**src/hdl/bsc_pkg.sv**
```systemverilog
// shared types and constants of the barometric sensor compensation block
package bsc_pkg;

  // configuration register indexes
  localparam logic [1:0] CFG_TEMP_CALIB  = 2'd0;
  localparam logic [1:0] CFG_PRESS_LOW   = 2'd1;
  localparam logic [1:0] CFG_PRESS_HIGH  = 2'd2;
  localparam logic [1:0] CFG_PRESS_LAST  = 2'd3;

  localparam int DIV_W = 64;

  // temperature results carried beside the pressure path
  typedef struct packed {
    logic [31:0] fine;
    logic [31:0] centi;
  } tc_t;

  // temperature stage output
  typedef struct packed {
    tc_t         tc;
    logic [19:0] raw_p;
  } tp_t;

  // divider request: signed numerator and divisor
  typedef struct packed {
    logic [63:0] num;
    logic [63:0] den;
    tc_t         tc;
  } div_req_t;

  // one step of the divider
  typedef struct packed {
    logic [63:0] rem;
    logic [63:0] nq;
    logic [63:0] md;
    logic        neg;
    logic        ok;
    tc_t         tc;
  } div_st_t;

  // signed quotient handed to the final scaling
  typedef struct packed {
    logic [63:0] p;
    logic        ok;
    tc_t         tc;
  } quo_t;

  // finished result
  typedef struct packed {
    tc_t         tc;
    logic [31:0] press;
    logic        ok;
  } res_t;

endpackage

```
**src/hdl/bsc_temp.sv**
```systemverilog
// temperature compensation pipeline, five stages
module bsc_temp (
  input  logic              clk,
  input  logic              rst,
  input  logic              adv,
  input  logic              in_valid,
  input  logic [19:0]       raw_t,
  input  logic [19:0]       raw_p,
  input  logic [47:0]       temp_calib,
  output logic              out_valid,
  output bsc_pkg::tp_t      out_data
);

  logic [15:0] t1;
  logic signed [15:0] t2, t3;
  assign t1 = temp_calib[15:0];
  assign t2 = temp_calib[31:16];
  assign t3 = temp_calib[47:32];

  logic v1, v2, v3, v4, v5;
  logic [31:0] a1, b1;
  logic [19:0] rp1, rp2, rp3, rp4, rp5;
  logic [31:0] v1t2, bb2, v1t3, v2t3, fine4;
  logic signed [47:0] pa, pc;
  logic [63:0] pb;
  logic [31:0] f5, c5;

  assign pa = $signed(a1) * t2;
  assign pb = b1 * b1;
  assign pc = ($signed(bb2) >>> 12) * t3;

  // valid bits
  always_ff @(posedge clk) begin
    if (rst) begin
      v1 <= 1'b0; v2 <= 1'b0; v3 <= 1'b0; v4 <= 1'b0; v5 <= 1'b0;
    end else if (adv) begin
      v1 <= in_valid; v2 <= v1; v3 <= v2; v4 <= v3; v5 <= v4;
    end
  end

  // datapath
  always_ff @(posedge clk) begin
    if (adv) begin
      a1   <= {15'd0, raw_t[19:3]} - {15'd0, t1, 1'b0};
      b1   <= {16'd0, raw_t[19:4]} - {16'd0, t1};
      rp1  <= raw_p;
      v1t2 <= 32'($signed(pa[31:0]) >>> 11);
      bb2  <= pb[31:0];
      rp2  <= rp1;
      v1t3 <= v1t2;
      v2t3 <= 32'($signed(pc[31:0]) >>> 14);
      rp3  <= rp2;
      fine4 <= v1t3 + v2t3;
      rp4  <= rp3;
      f5   <= fine4;
      c5   <= 32'($signed({fine4[29:0], 2'b00} + fine4 + 32'd128) >>> 8);
      rp5  <= rp4;
    end
  end

  assign out_valid = v5;
  assign out_data  = {f5, c5, rp5};

endmodule

```
**config.mk**
```make
export PLATFORM = sky130hd
export DESIGN_NAME = bsc_temp
export DESIGN_NICKNAME = d
export VERILOG_FILES = /design/src/hdl/bsc_pkg.sv /design/src/hdl/bsc_temp.sv
export SDC_FILE = /design/constraint.sdc
export NUM_CORES = 2
export LEC_CHECK = 0
export BUFFER_PORTS_ARGS = -buffer_cell sky130_fd_sc_hd__buf_4
export CORE_UTILIZATION = 40
export CTS_BUF_LIST = sky130_fd_sc_hd__clkbuf_8
export DETAILED_ROUTE_END_ITERATION = 8
export GPL_TIMING_DRIVEN = 0
export PLACE_DENSITY = 0.62
export SYNTH_ARGS = -nofsm -noshare
export SYNTH_HDL_FRONTEND = slang
export SYNTH_SLANG_ARGS = --single-unit
```
**constraint.sdc**
```tcl
create_clock -name clk -period 10.87 [get_ports clk]
set_input_delay 0.5435 -clock clk [delete_from_list [all_inputs] [get_ports clk]]
set_output_delay 0.5435 -clock clk [all_outputs]
set_load 0.05 [all_outputs]
```
; ---- Word-level counts from Yosys, hierarchy flattened
; Index checks and enable logic that the tools add are counted.
[word_totals]
ff_bits = 335
latchBits = 0
ram_bits = 0
rom_bits = 0
out_inout_bits = 85
wordCells = 27
memories = 0
[classes]
n_addsub = 5
mul = 3
div_mod_pow = 0
n_lt_le_gt_ge = 0
n_eq_ne = 0
shift = 0
n_mux = 0
n_bitwise = 0
n_reduce_logical = 0
[ops]
columns = op, count
row1 = $add 32x32->32, 1
row2 = $add 32x8->32 const B, 1
row3 = $mul 18x16->32, 1
row4 = $mul 20x16->32, 1
row5 = $mul 32x32->32, 1
row6 = $add 21x18->22, 1
row7 = $sub 17x17->18, 1
row8 = $sub 16x16->17, 1

; ---- Logic depth before layout (Yosys ltp)
[depth]
word_depth = 2
depth_mapped = 28

; ---- Worst setup path before layout
; Ideal clock, no wire load.
[synth_timing]
path_kind = flip-flop to flip-flop
start = reg, netlist name a1[8]
end = reg bb2[29], data pin
setup_ns = 0.262
arrival_time_ns = 6.745
setup_slack_ns = 3.863
path_stages_with_launch = 25
path_buffers = 2
period_less_slack_ns = 7.007
cell_sequence = edfxtp_1 -> clkbuf_1 -> clkbuf_1 -> nand2_1 -> fa_1 -> inv_1 -> fa_1 -> fa_1 -> inv_1 -> fa_1 -> inv_1 -> fa_1 -> inv_1 -> fa_1 -> inv_1 -> fa_1 -> fa_1 -> ha_1 -> a21oi_1 -> o21ai_0 -> o2111ai_1 -> o21ai_0 -> a21oi_1 -> o21bai_1 -> xor2_1
[synth_lines]
columns = element, line_no
row1 = end signal: assignment, bsc_temp.sv:48  ; bb2 <= pb[31:0];
row2 = end: declaration, bsc_temp.sv:23  ; logic [31:0] v1t2, bb2, v1t3, v2t3, fine4;

==> metrics.yaml <==
clocking:
  cts_resized: 0
  cts_buffer_depth: 3
  cts_root_buffer: "clkbuf_8"
  post_cts_buffers: 0
  h-tree-depth: 2
  clock_latency_ns: 0.67
  numCtsBuffers: 48
  clkSlewWorstSetupHoldPaths_ns: 0.06
  clock-sinks: 271
  cts_tree: "yes"
  holdBufCountCts: 0
floorplanning:
  start_util: 0.404
  design.core.area_um2: 105000
  pin_count: 177
  die_w_um: 328
  dieArea_um2: 108000
  row_count: 119
  chipHeight_um: 328
layout:
  final_common_cell: "inv_1"
  layout-drive-gt1-share: 0.0634
  synthToLayoutAreaGrowth_pct: 9.35
  final_cell_mix: "inv_1 (1,038), fa_1 (870), nand2_1 (452), ha_1 (366), and2_1 (294)"
  fillCellCount: 10032
  layout.nets: 5610
worst_setup_path:
  path_cells: "clkbuf_1, clkbuf_1, nand2_1, fa_1, fa_1, fa_1, fa_1, fa_1, fa_1, fa_1, fa_1, inv_1, ha_1, a21oi_1, o21ai_0, a311oi_1, o21ai_0, a21oi_1, o21bai_1, xor2_1"
  end_kind: "register"
  crit_type: "register to register"
  rrSetupSlack_ns: 2.22
  rr_worst_depth: 20
  rr_endpoint: "bb2[29]"
  slowest_delay_ns: 0.66
  crit_family: "adder cells"
  critPathSlowestCell: "clkbuf_1"
  cp.arrival_ns: 9.06
  worstPathRequired_ns: 11.28
  cp_max_fo: 10
  cpMostUsedCell: "fa_1"
  worstSetupStartpointType: "register"
  cp_num_buf_inv: 3
  rr_startpoint: "a1[15]"
yosys:
  avgSynthCellArea_um2: 10.4
  syn_nets: 5404
  synthFlopType: "edfxtp_1"
  ys_warn_count: 0
  postSynthCellCount: 4076
  async_reset_ff_frac: 0
  ys_ff_latch: 271
  synth_area_um2: 42500
  synth_cell_types: 71
  ys_seq_area_frac: 0.190
  synth_enable_flop_cells: 266
timing:
  hold_ws_ns: 0.0897
  grt_setup_unrepaired: "no"
  hold_violations: 0
  finalCriticalPeriod_ns: 8.65
  fin_setup_tns_ns: 0
  period_share: 0.796
  slew_viol_final: 0
  clock.fmax_mhz: 116
  clock_skew_ns: 0.0801
  max_slew_margin: 0.342
  setup_viol: 0
  worstMarginPinSlew_ns: 0.987
grt:
  grt_pass1_vias: 29878
  antenna_found_initial: 4
  overflow: 0
  grt_usage: 0.196
  grt_max_degree: 104
  grt_pass1_wl_um: 163000
run:
  maxCapViolations: 0
place:
  dp_hpwl_um: 85500
  gp_congestion: 0.916
  port_buffers: 154
routing:
  antenna_left: 0
  wl_per_cell_um: 17.8
  dr.pass1.iters: 7
  via_per_inst: 4.86
  drcViolationCount: 0
  dr.first_iter.drc_count: 1690
  via_count: 27782
  drt_wl_total_um: 102000
hold_path:
  hold_class: "input pin to register"
  worstHoldEndpoint: "rp1[11]"
  worstHoldStart: "raw_p[11]"
  holdPathStages: 1
outcome:
  status: "finished clean"
## registers in the layout (all words and copies together), names as in the netlist, 20 cells and up
name	cells
bb2	20
v1t3	21
rp2	20
rp1	20
fine4	22
f5	22
c5	24
v1t2	21
rp5	20
rp3	20
rp4	20
## cells in the mapped netlist (all sizes together), types with 7 or more instances
library cell | n | area, µm²
a211oi | 9 | 77.6
nor2b | 15 | 93.8
a21oi | 73 | 369
o21a | 22 | 165
nand4 | 10 | 62.6
ha | 366 | 4580
and2 | 294 | 1840
mux2i | 7 | 70.1
o21bai | 7 | 52.6
nand3 | 12 | 60.1
nand2 | 452 | 1700
o21ai | 40 | 211
xnor2 | 130 | 1140
buf | 19 | 143
o211ai | 9 | 82.6
clkbuf | 130 | 488
nor2 | 94 | 353
nand2b | 26 | 163
fa | 870 | 17400
and3 | 8 | 50.1
edfxtp | 266 | 7990
inv | 1030 | 3870
a31oi | 17 | 113
a21o | 38 | 287
or3 | 7 | 43.8
nor3 | 26 | 140
xor2 | 33 | 289
## routing by layer
metal,track usage,share of wire,routed length [µm]
met2,0.329,0.48,48800
met5,0,0,0
met3,0.0339,0.073,7450
met1,0.265,0.43,43300
met4,0.0434,0.020,2080
## cells by family after synthesis
group           synth area share
mux                      0.00191
simple gates               0.108
compound gates            0.0421
fa+ha+maj                  0.518
xor+xnor                  0.0336
buf+inv                    0.106
flops                      0.190
## worst reg2reg max path: stages (launching register included)
cell	delay, ns
edfxtp_1	0.55
clkbuf_1	0.66
clkbuf_1	0.63
nand2_1	0.26
fa_1	0.60
fa_1	0.44
fa_1	0.58
fa_1	0.45
fa_1	0.50
fa_1	0.57
fa_1	0.42
fa_1	0.48
inv_1	0.04
ha_1	0.32
a21oi_1	0.15
o21ai_0	0.28
a311oi_1	0.63
o21ai_0	0.30
a21oi_1	0.27
o21bai_1	0.10
xor2_1	0.15
## worst max-delay path by stage
stage | start | endpoint | slack (ns) | depth (start not counted)
after floorplan | a1[8] | bb2[29] | 3.86 | 24
after global placement | a1[15] | bb2[31] | 2.28 | 20
after detailed placement | a1[15] | bb2[29] | 2.27 | 20
after CTS | a1[15] | bb2[29] | 2.25 | 20
after global routing | a1[8] | bb2[31] | 1.78 | 24
final | a1[15] | bb2[29] | 2.22 | 20
## layout make-up
cell class | count | area [µm²] | share of cell area
Buffer | 149 | 631 | 0.0136
Clock buffer | 51 | 702 | 0.0151
Timing Repair Buffer | 156 | 1220 | 0.0262
Sequential cell | 271 | 8090 | 0.174
Clock inverter | 38 | 308 | 0.00662
Antenna cell | 1 | 2.50 | 0.0000539
Multi-Input combinational cell | 2624 | 29900 | 0.644
Tap cell | 1391 | 1740 | 0.0375
Inverter | 1032 | 3870 | 0.0834
## through the flow
| step | utilization | area [µm²] | instances | setup slack, ns |
|---|---|---|---|---|
| detailed placement | 0.432 | 45500 | 5623 | 2.27 |
| CTS | 0.441 | 46500 | 5712 | 2.25 |
| global placement | 0.431 | 45400 | 5621 | 2.28 |
| finish | 0.441 | 46500 | 5713 | 2.22 |
| floorplan | - | 42500 | 4076 | 3.86 |
| global route | 0.441 | 46500 | 5713 | 1.78 |
Power is left out: the tool's default activity adds up to more than one toggle a clock period on the data nets, which glitch-free logic cannot reach.
